[config.mk]
export PLATFORM = sky130hd
export DESIGN_NAME = kmp_fifo
export DESIGN_NICKNAME = d
export VERILOG_FILES = /design/src/hdl/kmp_pkg.sv /design/src/hdl/kmp_fifo.sv
export SDC_FILE = /design/constraint.sdc
export NUM_CORES = 1
export LEC_CHECK = 0
export BUFFER_PORTS_ARGS = -buffer_cell sky130_fd_sc_hd__buf_2
export CAP_MARGIN = 5
export CORE_MARGIN = 2
export CORE_UTILIZATION = 50
export CTS_CLUSTER_DIAMETER = 30
export CTS_CLUSTER_SIZE = 28
export DETAILED_ROUTE_END_ITERATION = 8
export GPL_TIMING_DRIVEN = 0
export HOLD_SLACK_MARGIN = 0.15
export PLACE_DENSITY = 0.72
export SYNTH_ARGS = -nofsm -noshare
export SYNTH_HDL_FRONTEND = slang
export SYNTH_SLANG_ARGS = --single-unit
[constraint.sdc]
create_clock -name i_clk -period 3.4 [get_ports i_clk]
set_input_delay 0.34 -clock i_clk [delete_from_list [all_inputs] [get_ports i_clk]]
set_output_delay 0.34 -clock i_clk [all_outputs]
set_load 0.02 [all_outputs]
[src/hdl/kmp_pkg.sv]
// ============================================================================
// kmp_pkg - shared types and constants of the keyboard macro player
// Item kinds, action codes, queue and report types, modifier decode.
// ============================================================================
package kmp_pkg;

    // Default sizes handed to the top level
    localparam int DEF_SLOT_COUNT       = 5;
    localparam int DEF_ACTIONS_PER_SLOT = 64;
    localparam int DEF_REPORT_KEYS      = 6;

    // Fixed report layout and queue size
    localparam int MAX_KEYS    = 6;
    localparam int QUEUE_DEPTH = 4;

    // Delay unit after reset, in ms
    localparam logic [15:0] DELAY_UNIT_RESET = 16'd100;

    // Slot code meaning no macro active
    localparam logic [2:0] NO_SLOT = 3'd7;

    // Item kinds
    localparam logic [1:0] KIND_LOAD   = 2'd0;
    localparam logic [1:0] KIND_START  = 2'd1;
    localparam logic [1:0] KIND_RESUME = 2'd2;
    localparam logic [1:0] KIND_STEP   = 2'd3;

    // Action codes
    localparam logic [7:0] ACT_END   = 8'd0;
    localparam logic [7:0] ACT_DOWN  = 8'd1;
    localparam logic [7:0] ACT_UP    = 8'd2;
    localparam logic [7:0] ACT_PRESS = 8'd3;
    localparam logic [7:0] ACT_DELAY = 8'd4;
    localparam logic [7:0] ACT_PAUSE = 8'd5;

    // Empty key usage and empty modifier byte
    localparam logic [7:0] KEY_NONE = 8'h00;

    // Command passed from the front end to the executor
    typedef struct packed {
        logic [1:0]  kind;
        logic [2:0]  slot;
        logic [5:0]  position;
        logic [7:0]  code;
        logic [7:0]  value;
        logic [31:0] now_ms;
    } t_cmd;

    // One keyboard report
    typedef struct packed {
        logic [7:0]                modifier_bits;
        logic [MAX_KEYS-1:0][7:0] keys;
        logic                      running;
    } t_report;

    // Modifier bit for the left ctrl, shift, alt and gui usages
    function automatic logic [7:0] modifier_of(input logic [7:0] key);
        logic [7:0] bits;
        bits = 8'h00;
        if (key[7:2] == 6'b111000) begin
            bits = 8'h01 << key[1:0];
        end
        return bits;
    endfunction

endpackage

[src/hdl/kmp_fifo.sv]
// ============================================================================
// kmp_fifo - command queue between front end and executor
// Small synchronous queue of commands.
// ============================================================================
module kmp_fifo (
    input  logic           i_clk,
    input  logic           i_rst_n,
    input  logic           i_push,
    input  kmp_pkg::t_cmd  i_cmd,
    output logic           o_full,
    input  logic           i_pop,
    output logic           o_valid,
    output kmp_pkg::t_cmd  o_cmd
);
    import kmp_pkg::*;

    localparam int AW = $clog2(QUEUE_DEPTH);
    localparam int CW = $clog2(QUEUE_DEPTH + 1);

    t_cmd          r_mem [QUEUE_DEPTH];
    logic [AW-1:0] r_wr_ptr;
    logic [AW-1:0] r_rd_ptr;
    logic [CW-1:0] r_count;
    logic          do_push;
    logic          do_pop;

    assign o_full  = (r_count == CW'(QUEUE_DEPTH));
    assign o_valid = (r_count != '0);
    assign o_cmd   = r_mem[r_rd_ptr];
    assign do_push = i_push && !o_full;
    assign do_pop  = i_pop && o_valid;

    // Advance pointers and fill count
    always_ff @(posedge i_clk) begin
        if (!i_rst_n) begin
            r_wr_ptr <= '0;
            r_rd_ptr <= '0;
            r_count  <= '0;
        end else begin
            if (do_push) begin
                r_wr_ptr <= r_wr_ptr + 1'b1;
            end
            if (do_pop) begin
                r_rd_ptr <= r_rd_ptr + 1'b1;
            end
            if (do_push && !do_pop) begin
                r_count <= r_count + 1'b1;
            end else if (do_pop && !do_push) begin
                r_count <= r_count - 1'b1;
            end
        end
    end

    // Store entries
    always_ff @(posedge i_clk) begin
        if (do_push) begin
            r_mem[r_wr_ptr] <= i_cmd;
        end
    end

endmodule

* After elaboration in Yosys (flattened, before gate mapping) *
Memory sizes are Yosys's and may differ from the RTL's. A register that Yosys moved wholly into a read port is not among the register bits.
Cells that the tools add are included.
Widths: inputs -> output; s select.

word-level totals
  bits in writable memories = 236
  bits in latches = 0
  memories kept = 1
  output and inout port bits = 61
  logic and storage cells = 24
  ROM bits = 0
  register bits after elaboration = 7

memory list
  memory  depth  bits a word  rd ports  clocked after Yosys merged registers in  wr ports  RTL line        source
  r_mem   4      59           1         1                                        1         kmp_fifo.sv:20  t_cmd r_mem [QUEUE_DEPTH];

operators by class
  bitwise operators = 0
  multiplexer cells = 6
  $add $sub $neg = 4
  div/mod/pow operators = 0
  $lt $le $gt $ge = 0
  equality and inequality tests = 1
  reductions and logical operators = 9
  multiply operators = 0
  shift-type cells = 0

operators with widths
  cell                 number
  $mux 3               2
  $add 2x1->2 const B  2
  $logic_and 1x1->1    4
  $mux 2               2
  $add 3x1->3 const B  1
  $eq 3x3->1 const B   1
  $logic_not 1->1      3
  $reduce_bool 3->1    1
  $sub 3x1->3 const B  1
  $mux 1               2
  $reduce_bool 2->1    1

* Depth between registers and ports, before layout *
  depth after elaboration = 7
  gate-level depth with buffers = 9
  depth with buffers taken out = 8

* Worst setup path after synthesis *
Ideal clock, no wire load.

  path type = reg-to-reg
  start point = register r_count[0]
  end point = memory r_mem[0][0] in the netlist's numbering, enable pin
  buffers on the path = 1
  data arrival time = 2.369 ns
  slack = 0.608 ns
  clock period less this slack = 2.792 ns
  library setup time = 0.423 ns
  cell stages (with the launch flop) = 5
  cell sequence = dfxtp_1 > nor3b_1 > nor2b_1 > clkbuf_1 > and2_1

between the ends
  longest elaborated chain between the ends = 5

ends and longest elaborated chain
  item                          RTL line        source
  start: declaration            kmp_fifo.sv:23  logic [CW-1:0] r_count;
  start signal: assignment      kmp_fifo.sv:47  r_count <= r_count + 1'b1;
  start signal: assignment      kmp_fifo.sv:49  r_count <= r_count - 1'b1;
  $eq 3x3->1                    kmp_fifo.sv:27  assign o_full = (r_count == CW'(QUEUE_DEPTH));
  named net o_full              kmp_fifo.sv:10  output logic o_full,
  $logic_not 1->1               kmp_fifo.sv:30  assign do_push = i_push && !o_full;
  $logic_and 1x1->1             kmp_fifo.sv:30
  named net do_push             kmp_fifo.sv:24  logic do_push;
  $mux 1                        kmp_fifo.sv:56  if (do_push) begin
  $mux 1 (implied by the code)  kmp_fifo.sv:57  r_mem[r_wr_ptr] <= i_cmd;
  end: declaration              kmp_fifo.sv:20

The timed path passes the listed nets, and every way through them passes these cells.

==> results <==
- The worst hold slack across all endpoints is roughly 250 ps.
- The endpoint of the worst-slack reg-to-reg timing path is r_count[2]$_SDFFE_PN0P_.
- The most critical setup path has its endpoint at o_cmd[43].
- From left edge to right edge, the die measures about 140 um.
- For this block, the initial DRC count from the detailed router was between 200 and 250.
- The antenna diode count is 0.
- The startpoint-to-endpoint class of the critical path is flop to output port.
- The clock sink count is between 200 and 250.
- In this run the count of I/O pins placed on the die edge is around 120.
- The slowest stage of the critical path belongs to the cell mux4_2.
- The end-of-flow core utilization is 67.3%.
- The tool flagged a number of max-cap violations equal to 0.
- Traced cell by cell, the critical path runs through buf_2 > buf_2 > buf_2 > mux4_2 > buf_2.
- Once placement completed, the tool counted placed cells totaling slightly above 700.
- The largest net degree at the start of global routing is 39.
- The number of hold-slack violations in the final timing report is 0.
- The detailed-router iteration count before antenna repair is 6.
- The startpoint kind of the worst setup timing path is a flop.
- The fraction of the cycle the final worst path needs is slightly above 70%.
- The worst hold path class is input port to flop.
- The number of antenna violations at the first check in global routing was 0.
- The pre-CTS worst setup slack is slightly below 1000 ps.
- The remaining design rule violation count is 0.
- The relative area change from synthesis to final layout is 33.5%.
- Setup violations remaining at the end of the flow were counted as 0.
- The number of buffers added for setup after CTS is 0.
- Once the clock tree was built, the resizer swapped 0 gates to a different size.
- The worst register-to-register path has a setup slack of 980 ps.
- The layout has between 1000 and 1500 filler cells.
- The type of element capturing the critical path is an output port.
- The deepest level of the CTS H-tree is 2.
- The synthesized cell area is about 9000 um^2.
- Clock-pin slew was measured on the worst setup and hold paths at approximately 40 ps.
- The die outline height is 138 um.
- The data required time of the critical path is about 3100 ps.
- At the end of routability-driven placement, the weighted congestion stood at between 0.6 and 0.7.
- Synthesis inferred around 250 register bits.
- The count of yosys warnings during synthesis is 0.
- The count of vias placed by the detailed router is approximately 4500.
- Of all nets on the critical path, the largest fanout is 10.
- The path length in cells of the critical path is 5.
- The leakage dissipation is 4.22 nW.
- Across the VDD grid, the largest voltage drop is 661 uV.
- The post-synthesis net count is 426.
- The number of global-route vias before repair is between 4000 and 5000.
- Among cell families on the critical path, the largest total delay comes from buffers and inverters.
- The first global-routing pass estimated between 20 and 30 mm of wire.
- Across the routed clock network, the largest skew measured is between 10 and 15 ps.
- The sum of buffers and inverters on the critical path is 4.
- The initial core utilization is about half.
- The number of cells on the worst reg-to-reg path is 9.
- Of the synthesized area, sequential elements account for around 80%.
- In this run the clock root is driven by a clkbuf_16.
- The remaining antenna violation count is 0.
- In this run the deepest clock path goes through 3 buffers.
- Global routing consumed, over all layers together, 17.8% of the routing resources.
- The leftover overflow at the end of global routing is 0.
- The post-detailed-route wirelength per cell is approximately 19 um.
- The max-slew violation count was 0.
- The count of cells in the finished layout, fillers not included, comes to 850.
- TritonCTS built the clock tree.
- The count of port buffers added during placement is 122.
- The number of nets in the finished design is approximately 660.
- Power spread over the standard cell area amounts to 836 nW/um^2.
- The startpoint identified for the worst register-to-register timing path is r_count[0]$_SDFFE_PN0P_.
- The routed design could run at a clock period as short as around 2400 ps.
- The number of instances in the synthesized netlist is approximately 360.
- Setup repair after global routing left no endpoint under its margin.
- The core box area is 17800 um^2.
- The overall power consumption is approximately 10 mW.
- The detailed-route wire length is ~16 mm.
- The ratio of routed vias to standard cells is between 5 and 6.
- The flow ran to the end, and the final reports show no timing, DRC or antenna violations.
- For the worst setup path, the data arrival time is 2100 ps.
- The share of post-route cells with drive strength above 1 is between 40% and 50%.
- The multi-input combinational cells in the finished layout cover a total of ~1600 um^2.
- The die covers approximately 19000 um^2.
- Clock latency on the worst-skew pair, taken at its later pin, is between 500 and 600 ps.
- The delay of the slowest critical-path stage is around 360 ps.
- By instance count, the cell type seen most on the critical path is buf_2.
- The number of buffers added by the clock tree synthesis step is 43.
- The highest clock rate is about 400 MHz.
- The sequential cells in the finished layout cover a total of 7270 um^2.
- The synthesized netlist contains 23 unique library cells.
- The worst slew margin relative to its limit is between 50% and 60%.
- The total half-perimeter wirelength after legalization and detailed placement is between 9 and 10 mm.
- The average size of a mapped cell is approximately 25 um^2.
- At the pin with the least slew margin, the transition time is around 670 ps.
- Once routing completed, OpenROAD measured the worst setup slack at ~960 ps.
- The number of standard-cell rows in the floorplan is slightly below 50.
-- stage by stage --
step	setup TNS, ps	instance area (um^2)
finish	0	12000
global placement	-110870	9900
global route	0	12000
detailed placement	0	10000
CTS	0	12000
floorplan	0	9000
-- flip-flops by register name (all words and copies together), names as in the netlist, named ones only --
signal    cells
r_count       3
r_mem       236
r_rd_ptr      2
r_wr_ptr      2
-- how the worst min path moves through the flow --
stage                                   startpoint                       end  slack (ps)  depth (start not counted)
after floorplan                           i_cmd[0]     r_mem[0][0]$_DFFE_PP_         440                          0
after global placement    r_wr_ptr[0]$_SDFFE_PN0P_  r_wr_ptr[0]$_SDFFE_PN0P_         480                          2
after detailed placement  r_wr_ptr[1]$_SDFFE_PN0P_  r_wr_ptr[1]$_SDFFE_PN0P_         510                          2
after CTS                                  i_rst_n  r_wr_ptr[1]$_SDFFE_PN0P_         220                          3
after global routing                       i_rst_n   r_count[0]$_SDFFE_PN0P_         280                          2
final                                      i_rst_n   r_count[1]$_SDFFE_PN0P_         250                          2
-- per-layer routing --
layer | wire, um | GRT usage [%] | up-vias
li1 | - | - | 2005
met1 | 6810 | 23.0 | 2277
met2 | 8310 | 29.4 | 150
met3 | 938 | 4.95 | 29
met4 | 333 | 6.18 | 0
met5 | 0 | 0 | -
-- area by class of cell --
cell class / count / area share [%]
sequential: 245 / 60.5
multi-input combinational: 93 / 13.4
timing repair buffer: 185 / 10.9
clock buffer: 51 / 9.64
tap: 229 / 2.38
clock inverter: 28 / 2.06
buffer: 16 / 0.989
inverter: 3 / 0.0937
-- Yosys cell counts (all sizes together) --
cell      n  share of area (%)
nor2b     2               0.14
or3       2               0.14
o311ai    1              0.097
nor3b     1              0.083
a21boi    1              0.083
fa        1               0.22
o21ai     1              0.056
ha        5               0.70
dfxtp     9                2.0
clkbuf    6               0.25
mux2i     3               0.33
inv       3               0.13
mux4     59                 15
xor2      1              0.097
nand2     4               0.17
o31ai     1              0.083
buf      10                1.1
edfxtp  236                 79
xnor2     3               0.29
and2      8               0.56
-- layout by cell type, fill, tap and decap left out, drive strengths merged --
cell type	instances
edfxtp	236
buf	136
mux4	59
dlygate4sd3	59
clkbuf	57
clkinv	15
inv	12
dfxtp	9
and2	8
ha	5
nand2	4
xnor2	3
mux2i	3
nor2b	2
or3	2
bufinv	2
clkinvlp	2
nor3b	1
o31ai	1
o311ai	1
xor2	1
o21ai	1
a21boi	1
fa	1
-- power by group --
group / leakage, nW / total [mW] / switching [mW] / internal (mW)
clock: 0.690 / 4.04 / 1.42 / 2.62
sequential: 2.24 / 3.76 / 0.0887 / 3.67
combinational: 1.29 / 2.25 / 1.23 / 1.02
-- cells by family (layout without fill, tap and decap cells) --
family / Yosys count / in the layout / share of synthesized area [%]
xor gates and xnor gates: 4 / 4 / 0.389
and+or+nand+nor: 17 / 17 / 1.08
AOI/OAI and AO/OA: 4 / 4 / 0.320
adders and majority gates: 6 / 6 / 0.918
muxes: 62 / 62 / 15.1
DFF: 245 / 245 / 80.7
buffers and inverters: 19 / 283 / 1.45
-- timing repair --
item                       4_1_cts  5_1_grt
hold endpoints to repair       236        0
hold buffers                    59        0
setup endpoints to repair        0        0
No activity file was read; power rests on OpenSTA's default activity.
